<file path="src/rtl/md5bc_pkg.sv">
`default_nettype none

package md5bc_pkg;

    typedef struct packed {
        logic [31:0] msg_word;
        logic        restart;
    } t_in_item;

    typedef struct packed {
        logic [31:0] digest_a;
        logic [31:0] digest_b;
        logic [31:0] digest_c;
        logic [31:0] digest_d;
        logic [63:0] bytes_done;
    } t_out_item;

    typedef enum logic [2:0] {
        ST_COLLECT,
        ST_PRIME,
        ST_ROUND,
        ST_FOLD,
        ST_EMIT
    } t_state;

    localparam logic [31:0] IV_A = 32'h67452301;
    localparam logic [31:0] IV_B = 32'hefcdab89;
    localparam logic [31:0] IV_C = 32'h98badcfe;
    localparam logic [31:0] IV_D = 32'h10325476;

    localparam logic [63:0] BLOCK_BYTES = 64'd64;
    localparam logic [5:0]  LAST_STEP   = 6'd63;
    localparam logic [3:0]  LAST_WORD   = 4'd15;

    localparam logic [31:0] SINE_K [64] = '{
        32'hd76aa478, 32'he8c7b756, 32'h242070db, 32'hc1bdceee,
        32'hf57c0faf, 32'h4787c62a, 32'ha8304613, 32'hfd469501,
        32'h698098d8, 32'h8b44f7af, 32'hffff5bb1, 32'h895cd7be,
        32'h6b901122, 32'hfd987193, 32'ha679438e, 32'h49b40821,
        32'hf61e2562, 32'hc040b340, 32'h265e5a51, 32'he9b6c7aa,
        32'hd62f105d, 32'h02441453, 32'hd8a1e681, 32'he7d3fbc8,
        32'h21e1cde6, 32'hc33707d6, 32'hf4d50d87, 32'h455a14ed,
        32'ha9e3e905, 32'hfcefa3f8, 32'h676f02d9, 32'h8d2a4c8a,
        32'hfffa3942, 32'h8771f681, 32'h6d9d6122, 32'hfde5380c,
        32'ha4beea44, 32'h4bdecfa9, 32'hf6bb4b60, 32'hbebfbc70,
        32'h289b7ec6, 32'heaa127fa, 32'hd4ef3085, 32'h04881d05,
        32'hd9d4d039, 32'he6db99e5, 32'h1fa27cf8, 32'hc4ac5665,
        32'hf4292244, 32'h432aff97, 32'hab9423a7, 32'hfc93a039,
        32'h655b59c3, 32'h8f0ccc92, 32'hffeff47d, 32'h85845dd1,
        32'h6fa87e4f, 32'hfe2ce6e0, 32'ha3014314, 32'h4e0811a1,
        32'hf7537e82, 32'hbd3af235, 32'h2ad7d2bb, 32'heb86d391
    };

    // Message word index used by a given step.
    function automatic logic [3:0] msg_index(input logic [5:0] step);
        logic [3:0] s;
        logic [3:0] idx;
        s = step[3:0];
        unique case (step[5:4])
            2'd0: idx = s;
            2'd1: idx = 4'(s * 4'd5 + 4'd1);
            2'd2: idx = 4'(s * 4'd3 + 4'd5);
            default: idx = 4'(s * 4'd7);
        endcase
        return idx;
    endfunction

    function automatic logic [4:0] rot_amount(input logic [5:0] step);
        logic [4:0] amt;
        unique case ({step[5:4], step[1:0]})
            4'h0: amt = 5'd7;
            4'h1: amt = 5'd12;
            4'h2: amt = 5'd17;
            4'h3: amt = 5'd22;
            4'h4: amt = 5'd5;
            4'h5: amt = 5'd9;
            4'h6: amt = 5'd14;
            4'h7: amt = 5'd20;
            4'h8: amt = 5'd4;
            4'h9: amt = 5'd11;
            4'ha: amt = 5'd16;
            4'hb: amt = 5'd23;
            4'hc: amt = 5'd6;
            4'hd: amt = 5'd10;
            4'he: amt = 5'd15;
            default: amt = 5'd21;
        endcase
        return amt;
    endfunction

    function automatic logic [31:0] round_fn(input logic [1:0] rnd, input logic [31:0] b,
                                             input logic [31:0] c, input logic [31:0] d);
        logic [31:0] f;
        unique case (rnd)
            2'd0: f = d ^ (b & (c ^ d));
            2'd1: f = c ^ (d & (b ^ c));
            2'd2: f = b ^ c ^ d;
            default: f = c ^ (b | ~d);
        endcase
        return f;
    endfunction

    function automatic logic [31:0] rotl32(input logic [31:0] x, input logic [4:0] s);
        logic [63:0] dbl;
        dbl = {x, x} << s;
        return dbl[63:32];
    endfunction

endpackage

`default_nettype wire

</file>
<file path="src/rtl/md5_block_compress_core.sv">
`default_nettype none

// Channel   Direction  Payload     Handshake
// in        sink       t_in_item   i_in_valid / o_in_stall
// out       source     t_out_item  o_out_valid / i_out_stall
//
// Each message word takes one cycle while a block is being collected. After the
// sixteenth transfer the input stalls while the block is compressed: the block memory
// read is primed, the 64 MD5 steps run (the next schedule word read alongside each),
// the working words fold into the chaining words and the output register is loaded.
// The core holds in that last state while an earlier result still waits.
// Reset loads the standard chaining words, clears byte count and word index, not memory.

module md5_block_compress_core
    import md5bc_pkg::*;
(
    input  wire logic      i_clk,
    input  wire logic      i_rst_n,
    input  wire logic      i_in_valid,
    output logic           o_in_stall,
    input  wire t_in_item  i_in_data,
    output logic           o_out_valid,
    input  wire logic      i_out_stall,
    output t_out_item      o_out_data
);

    t_state      r_state, n_state;

    // Block memory: one write port for collection, one registered read port.
    logic [31:0] r_block_words [16];
    logic [31:0] r_rdata;
    logic [3:0]  n_rd_addr;

    logic [3:0]  r_word_index;
    logic [5:0]  r_step;
    logic [31:0] r_chain_a, r_chain_b, r_chain_c, r_chain_d;
    logic [31:0] r_wa, r_wb, r_wc, r_wd;
    logic [63:0] r_byte_total;
    logic        r_out_valid;
    t_out_item   r_out_data;

    logic        in_xfer;
    logic        out_xfer;
    logic        load_work;
    logic        do_round;
    logic        do_fold;
    logic        load_out;
    logic [3:0]  wr_index;
    logic [31:0] f_val;
    logic [31:0] t_sum;
    logic [31:0] n_wb;

    assign o_in_stall  = (r_state != ST_COLLECT);
    assign in_xfer     = i_in_valid && !o_in_stall;
    assign out_xfer    = r_out_valid && !i_out_stall;
    assign o_out_valid = r_out_valid;
    assign o_out_data  = r_out_data;

    // A restart word lands at the head of a fresh block.
    assign wr_index = i_in_data.restart ? 4'd0 : r_word_index;

    // One MD5 step on the working words.
    assign f_val = round_fn(r_step[5:4], r_wb, r_wc, r_wd);
    assign t_sum = r_wa + f_val + r_rdata + SINE_K[r_step];
    assign n_wb  = r_wb + rotl32(t_sum, rot_amount(r_step));

    always_comb begin
        n_state   = r_state;
        n_rd_addr = msg_index(6'(r_step + 6'd1));
        load_work = 1'b0;
        do_round  = 1'b0;
        do_fold   = 1'b0;
        load_out  = 1'b0;
        unique case (r_state)
            ST_COLLECT: begin
                if (in_xfer && wr_index == LAST_WORD) begin
                    n_state = ST_PRIME;
                end
            end
            ST_PRIME: begin
                // Fetch the first schedule word and take a copy of the chain.
                n_rd_addr = msg_index(6'd0);
                load_work = 1'b1;
                n_state   = ST_ROUND;
            end
            ST_ROUND: begin
                do_round = 1'b1;
                if (r_step == LAST_STEP) begin
                    n_state = ST_FOLD;
                end
            end
            ST_FOLD: begin
                do_fold = 1'b1;
                n_state = ST_EMIT;
            end
            ST_EMIT: begin
                // Hold until the output register is free.
                if (!r_out_valid || out_xfer) begin
                    load_out = 1'b1;
                    n_state  = ST_COLLECT;
                end
            end
            default: n_state = ST_COLLECT;
        endcase
    end

    always_ff @(posedge i_clk) begin
        if (!i_rst_n) begin
            r_state <= ST_COLLECT;
        end else begin
            r_state <= n_state;
        end
    end

    always_ff @(posedge i_clk) begin
        if (in_xfer) begin
            r_block_words[wr_index] <= i_in_data.msg_word;
        end
        r_rdata <= r_block_words[n_rd_addr];
    end

    always_ff @(posedge i_clk) begin
        if (!i_rst_n) begin
            r_word_index <= '0;
            r_byte_total <= '0;
            r_chain_a    <= IV_A;
            r_chain_b    <= IV_B;
            r_chain_c    <= IV_C;
            r_chain_d    <= IV_D;
            r_step       <= '0;
            r_out_valid  <= 1'b0;
        end else begin
            if (in_xfer) begin
                r_word_index <= 4'(wr_index + 4'd1);
                if (i_in_data.restart) begin
                    r_chain_a    <= IV_A;
                    r_chain_b    <= IV_B;
                    r_chain_c    <= IV_C;
                    r_chain_d    <= IV_D;
                    r_byte_total <= '0;
                end
            end
            if (load_work) begin
                r_step <= '0;
            end else if (do_round) begin
                r_step <= 6'(r_step + 6'd1);
            end
            if (do_fold) begin
                r_chain_a    <= r_chain_a + r_wa;
                r_chain_b    <= r_chain_b + r_wb;
                r_chain_c    <= r_chain_c + r_wc;
                r_chain_d    <= r_chain_d + r_wd;
                r_byte_total <= r_byte_total + BLOCK_BYTES;
            end
            if (load_out) begin
                r_out_valid <= 1'b1;
            end else if (out_xfer) begin
                r_out_valid <= 1'b0;
            end
        end
    end

    // Working words and output payload need no reset.
    always_ff @(posedge i_clk) begin
        if (load_work) begin
            r_wa <= r_chain_a;
            r_wb <= r_chain_b;
            r_wc <= r_chain_c;
            r_wd <= r_chain_d;
        end else if (do_round) begin
            r_wa <= r_wd;
            r_wd <= r_wc;
            r_wc <= r_wb;
            r_wb <= n_wb;
        end
        if (load_out) begin
            r_out_data.digest_a   <= r_chain_a;
            r_out_data.digest_b   <= r_chain_b;
            r_out_data.digest_c   <= r_chain_c;
            r_out_data.digest_d   <= r_chain_d;
            r_out_data.bytes_done <= r_byte_total;
        end
    end

endmodule

`default_nettype wire

</file>
<file path="config.mk">
export PLATFORM = sky130hd
export DESIGN_NAME = md5_block_compress_core
export DESIGN_NICKNAME = d
export VERILOG_FILES = /design/src/rtl/md5bc_pkg.sv /design/src/rtl/md5_block_compress_core.sv
export SDC_FILE = /design/constraint.sdc
export NUM_CORES = 2
export LEC_CHECK = 0
export BUFFER_PORTS_ARGS = -buffer_cell sky130_fd_sc_hd__buf_2
export CAP_MARGIN = 40
export CORE_AREA = 2 2 329 331
export CTS_BUF_LIST = sky130_fd_sc_hd__clkbuf_4
export DETAILED_ROUTE_END_ITERATION = 10
export DIE_AREA = 0 0 331 333
export PLACE_DENSITY = 0.75
export SKIP_CTS_REPAIR_TIMING = 1
export SLEW_MARGIN = 20
export SYNTH_ARGS = -nofsm -noshare
export SYNTH_HDL_FRONTEND = slang
export SYNTH_SLANG_ARGS = --single-unit
</file>
<file path="constraint.sdc">
create_clock -name i_clk -period 10.2 [get_ports i_clk]
set_clock_uncertainty 0.15 [all_clocks]
set_input_delay 0.51 -clock i_clk [delete_from_list [all_inputs] [get_ports i_clk]]
set_output_delay 0.51 -clock i_clk [all_outputs]
set_load 0.05 [all_outputs]
</file>
### Word-level counts from Yosys, hierarchy flattened

Memory sizes are Yosys's and may differ from the RTL's. A register that Yosys moved wholly into a read port is not among the register bits.
Index checks and enable logic that the tools add are counted.

| storage, ports and cells | value |
|---|---|
| bits in registers | 526 |
| RAM bits | 512 |
| bits in read-only memories | 2128 |
| input port bits | 37 |
| logic and storage cells | 126 |
| memories | 3 |

| operators by class | value |
|---|---|
| $add $sub $neg | 13 |
| multiply operators | 3 |
| magnitude comparators | 1 |
| equality and inequality tests | 13 |
| shift operators | 1 |
| mux-type cells | 44 |
| bitwise logic cells | 12 |
| reductions and logical operators | 18 |

Memory list:

| name | depth | width | rd ports | clocked after memory_dff | wr ports | RTL line | text |
|---|---|---|---|---|---|---|---|
| (name not given) | 64 | 32 | 1 | 0 | 0 | md5_block_compress_core.sv:64 | `assign t_sum = r_wa + f_val + r_rdata + SINE_K[r_step];` |
| r_block_words | 16 | 32 | 1 | 1 | 1 | md5_block_compress_core.sv:30 | `logic [31:0] r_block_words [16];` |
| (name not given) | 16 | 5 | 1 | 1 | 0 | md5bc_pkg.sv:70 | `unique case ({step[5:4], step[1:0]})` |

Operators by type and width:

| operator | number |
|---|---|
| 2-to-1 mux 32 bit | 22 |
| adder 32 bit | 8 |
| 2-to-1 mux 64 bit | 3 |
| XOR 32 bit | 6 |
| case mux 32 bit (3 select lines) | 1 |
| adder 64 x 7 -> 64 bit, second input constant | 1 |
| AND 32 bit | 2 |
| << shifter 64 x 5 -> 64 bit | 1 |
| NOT 32 bit | 1 |
| OR 32 bit | 1 |
| 2-to-1 mux 4 bit | 4 |
| case mux 3 bit (5 select lines) | 1 |
| case mux 4 bit (3 select lines) | 1 |
| 2-to-1 mux 1 bit | 9 |
| 2-to-1 mux 3 bit | 3 |
| adder 4 x 1 -> 4 bit, second input constant | 2 |
| multiplier 4 x 3 -> 4 bit, second input constant | 2 |
| nonzero test 2 bit | 4 |
| >= comparator 7 bit, second input constant | 1 |
| NOT 6 -> 7 bit | 1 |
| adder 6 x 1 -> 6 bit, second input constant | 1 |
| == test 3 x 2 -> 1 bit, second input constant | 2 |
| == test 6 bit, second input constant | 1 |
| != test 2 bit, second input constant | 3 |
| 17 further kinds | 24 |

### Logic depth before layout (Yosys ltp)

| logic depth | value |
|---|---|
| depth in word-level cells | 11 |
| mapped depth | 39 |
| depth with buffers taken out | 36 |

### Worst setup path before layout

OpenSTA, ideal clock, no wires.

| path | value |
|---|---|
| kind | flip-flop to flip-flop |
| start point | reg r_state[0] |
| end point | reg r_out_data (netlist bit o_out_data[100]) (enable) |
| arrival | 9811 ps |
| data required time | 9256 ps |
| setup slack | -555 ps |
| stages on the path, launching flop included | 6 |
| clock period less this slack | 10755 ps |
| path through | dfxtp_1 buf_2 clkbuf_1 nor2_1 nand2_1 a21oi_1 |

| on the way | value |
|---|---|
| cells in the longest elaborated chain, start to end | 2 |

RTL lines:

| element | RTL line | text |
|---|---|---|
| start: declaration | md5_block_compress_core.sv:27 | `t_state r_state, n_state;` |
| start signal: assignment | md5_block_compress_core.sv:111 | `r_state <= n_state;` |
| == test 3 bit | md5_block_compress_core.sv:74 | `unique case (r_state)` |
| 2-to-1 mux 1 bit | md5_block_compress_core.sv:74 |  |
| net load_out | md5_block_compress_core.sv:47 | `logic load_out;` |
| end: declaration | md5_block_compress_core.sv:40 | `t_out_item r_out_data;` |

The timed path passes the listed nets, and every way through them passes these cells.
A chain may end at the register's enable or synchronous reset.

### Worst setup path after layout

| path | value |
|---|---|
| start point | reg r_step[1] |
| end point | reg r_wb[30], data pin |

| on the way | value |
|---|---|
| cells in the longest elaborated chain, start to end | 9 |

RTL lines:

| element | RTL line | text |
|---|---|---|
| start: declaration | md5_block_compress_core.sv:35 | `logic [5:0] r_step;` |
| start signal: assignment | md5_block_compress_core.sv:146 | `r_step <= 6'(r_step + 6'd1);` |
| NOT 6 -> 7 bit (implied by the code) | md5_block_compress_core.sv:64 |  |
| memory (64 x 32 bit) | -- |  |
| 2-to-1 mux 32 bit (implied by the code) (2 in a row) | md5_block_compress_core.sv:64 |  |
| adder 32 bit | md5_block_compress_core.sv:64 |  |
| << shifter 64 x 5 -> 64 bit | md5bc_pkg.sv:105 | `dbl = {x, x} << s;` |
| adder 32 bit | md5_block_compress_core.sv:65 | `assign n_wb = r_wb + rotl32(t_sum, rot_amount(r_step));` |
| 2-to-1 mux 32 bit | md5_block_compress_core.sv:170 | `end else if (do_round) begin` |
| 2-to-1 mux 32 bit | md5_block_compress_core.sv:165 | `if (load_work) begin` |
| end signal: assignment | md5_block_compress_core.sv:167 | `r_wb <= r_chain_b;` |
| end signal: assignment | md5_block_compress_core.sv:174 | `r_wb <= n_wb;` |
| end: declaration | md5_block_compress_core.sv:37 | `logic [31:0] r_wa, r_wb, r_wc, r_wd;` |

Every way passes these cells. The select of a mux whose other input is x is not followed.

==> summary.txt <==
Outcome
  • Outcome: completed

Final layout
  • Post-route cell area: 0.0650 mm2
  • Layout cell share with drive strength beyond 1: 14.9%
  • FILL cells: 8819
  • Synth-to-layout area growth: 11.7%
  • NumNets Final: 6372
  • Core Util, Final: 61.0%

Die
  • Die X: 331 um
  • Floorplan core area: 0.107 mm2
  • Site Rows: 120
  • Die footprint: 0.110 mm2
  • Die height: 333 um
  • I/O pins: 231
  • Initial Util: 54.6%

Clock network
  • Clock Latency Late Sink: 1190 ps
  • Total CTS buffers: 294
  • Clock transition at path regs: 60 ps
  • Clock root cell: clkbuf_4
  • Clk sinks: 1063
  • CTS tree: built
  • H-tree levels: 5
  • Clock Path Buffers: 4

Setup path
  • Most frequent CP cell: ha_1
  • Worst setup path category: flip-flop to flip-flop
  • CP Data Required Time: 10980 ps
  • Critical Path Sink Type: flip-flop
  • Critical path arrival: 10350 ps
  • Critical Path Fanout Max: 14
  • Type of origin of the critical path: flip-flop
  • Critical Path Slowest Stage Cell: ha_1
  • Peak per-stage delay on the critical path: 590 ps

Synthesis
  • Post-synth EDFFs: 826
  • Yosys top cell area share: 42.6%
  • Synthesis Warnings: 0
  • Synth cell types: 94
  • Post-synth ARST share: 0%
  • Synth area leaders: edfxtp_1, dfxtp_1, nand2_1
  • Post-synthesis sequential element count: 1063
  • Cell area after synthesis: 0.0582 mm2
  • Main flop type after synthesis: edfxtp_1
  • Avg Inst Size Synth: 10.2 um2
  • Cells after Synth: 5697
  • Yosys top cell by area: edfxtp_1
  • Post-synthesis sequential area ratio: 50.7%

Pwr
  • Total power draw: 8.84 mW
  • Pleak: 24.4 nW
  • PwrDens: 136 mW/mm2
  • Highest ir drop seen on vdd: 0.158 mV

STA
  • RSZ-0062 raised after global routing: no
  • Count of pins over their slew limit: 0
  • Fmax: 0.105 GHz
  • Endpoints failing setup: 0
  • Relative slew slack: 27.5%
  • Tmin final: 9570 ps
  • Setup_tns: 0 ps
  • Fin crit share: 93.8%
  • Least-Margin Pin Slew: 1090 ps
  • Hold_ws: 71.8 ps
  • Hold Vio Cnt, Final: 0

Placed design
  • IO buf count: 224
  • GPL Wtd Cong: 1.03
  • DP HPWL: 116 mm
  • Post-DP Area: 0.0609 mm2

Routing
  • Number of remaining DRC errors: 0
  • WL/cell: 22.5 um
  • Vias: 47100
  • First drt pass iteration count: 6
  • Antenna-violating nets left: 0
  • WL met1: 69.4 mm
  • DR WL met3: 15.0 mm
  • 1st-iter DRT viols: 5092
  • Total length of routed wires: 173 mm
  • Mean number of vias per cell: 6.15
  • Max Used Layer: met5
  • Routed length on met2: 80.0 mm

GRT
  • Vias in the first global route: 44500
  • Largest net degree at the start of global routing: 185
  • Gr usage total: 30.8%
  • First-pass GRT wire length: 260 mm
  • Grt total ovfl: 0
  • Initial antenna violation count: 8

Flow run
  • Max-cap violations: 0

Hold path
  • HP Class: primary input to flip-flop
[cell usage after synthesis, drive strengths merged (163+ instances only)]
cell type / instances
a211oi: 277
a21oi: 439
and2: 164
clkbuf: 236
dfxtp: 237
edfxtp: 826
ha: 217
inv: 211
nand2: 803
nor2: 353
nor3: 163
o21ai: 257
[area by class of cell]
| type | count | area, um2 | share of cell area [%] |
|---|---|---|---|
| Tap cell | 1403 | 1760 | 2.70 |
| Clock inverter | 83 | 484 | 0.745 |
| Inverter | 215 | 810 | 1.24 |
| Sequential cell | 1063 | 29600 | 45.5 |
| Multi-Input combinational cell | 4090 | 26600 | 41.0 |
| Timing Repair Buffer | 384 | 2640 | 4.06 |
| Antenna cell | 7 | 17.5 | 0.0269 |
| Clock buffer | 416 | 3120 | 4.80 |
[path summary, 6_finish.rpt]
| path | start | endpoint | slack [ps] | cells after the start |
|---|---|---|---|---|
| hold reg to reg | r_byte_total[63] | o_out_data[63] | 290 | 0 |
| hold / removal | i_out_stall | r_state[2] | 70 | 4 |
| setup / recovery | r_step[1] | r_wb[30] | 630 | 33 |
| setup reg to reg | r_step[1] | r_wb[30] | 630 | 33 |
[where the power goes]
part           total (mW)  leakage, nW  switching, mW  internal, mW
Sequential           4.67         9.44        0.00785          4.66
Clock                3.76         2.17           1.74          2.03
Combinational       0.411         12.8          0.261         0.150
Total                8.84         24.4           2.00          6.84
[per-layer routing]
metal | track usage, % | vias to the layer above
li1 | - | 21800
met1 | 40.6 | 22600
met2 | 48.4 | 2230
met3 | 6.24 | 452
met4 | 15.4 | 4
met5 | 0 | -
[state kept, by name (all words and copies together), names as in the netlist, named ones only]
register	flops
r_state	3
r_wb	32
r_wd	32
r_chain_a	32
o_out_data	186
r_chain_b	32
r_wa	32
r_rdata	32
r_step	6
r_byte_total	58
r_word_index	4
r_chain_d	32
o_out_valid	1
r_block_words	512
r_chain_c	32
r_wc	32
[cell usage in the layout, fill, tap and decap left out, types with 44 or more instances in the layout]
cell type	instances
nor3_1	160
fa_1	70
xnor2_1	149
buf_2	224
nor2_1	346
xor2_1	65
dfxtp_1	233
clkbuf_4	416
ha_1	217
a31oi_1	122
mux2i_1	128
clkinv_1	62
edfxtp_1	826
a21o_1	98
a21oi_1	436
and2_1	149
a211oi_1	275
inv_1	206
buf_4	105
nand3_1	147
nand2_1	800
o21ai_0	250
o211ai_1	50
o21a_1	44
[stage by stage]
stage | setup WS [ps] | std cells
floorplan | 1190 | 5702
finish | 632 | 7661
global route | 89.1 | 7660
global placement | 747 | 7106
detailed placement | 638 | 7111
CTS | 672 | 7610
[worst max-delay path: cells and delay by family (launching register included)]
kind | cells | cell delay, ps
AOI/OAI and AO/OA | 17 | 4400
adders and majority gates | 6 | 2220
buffers and inverters | 2 | 400
and+or+nand+nor | 2 | 280
DFF | 1 | 330
muxes | 6 | 1580
[cell families after synthesis]
group / after synthesis / share of synthesized area, %
AO/OA/AOI/OAI: 1556 / 17.2
XOR/XNOR: 214 / 3.22
adder cells (fa/ha/maj): 288 / 7.09
buffers and inverters: 549 / 3.69
flip-flops: 1063 / 50.7
multiplexers: 183 / 3.75
other: 1 / 0.00644
AND/OR/NAND/NOR: 1843 / 14.4
No activity file was read; power rests on OpenSTA's default activity.
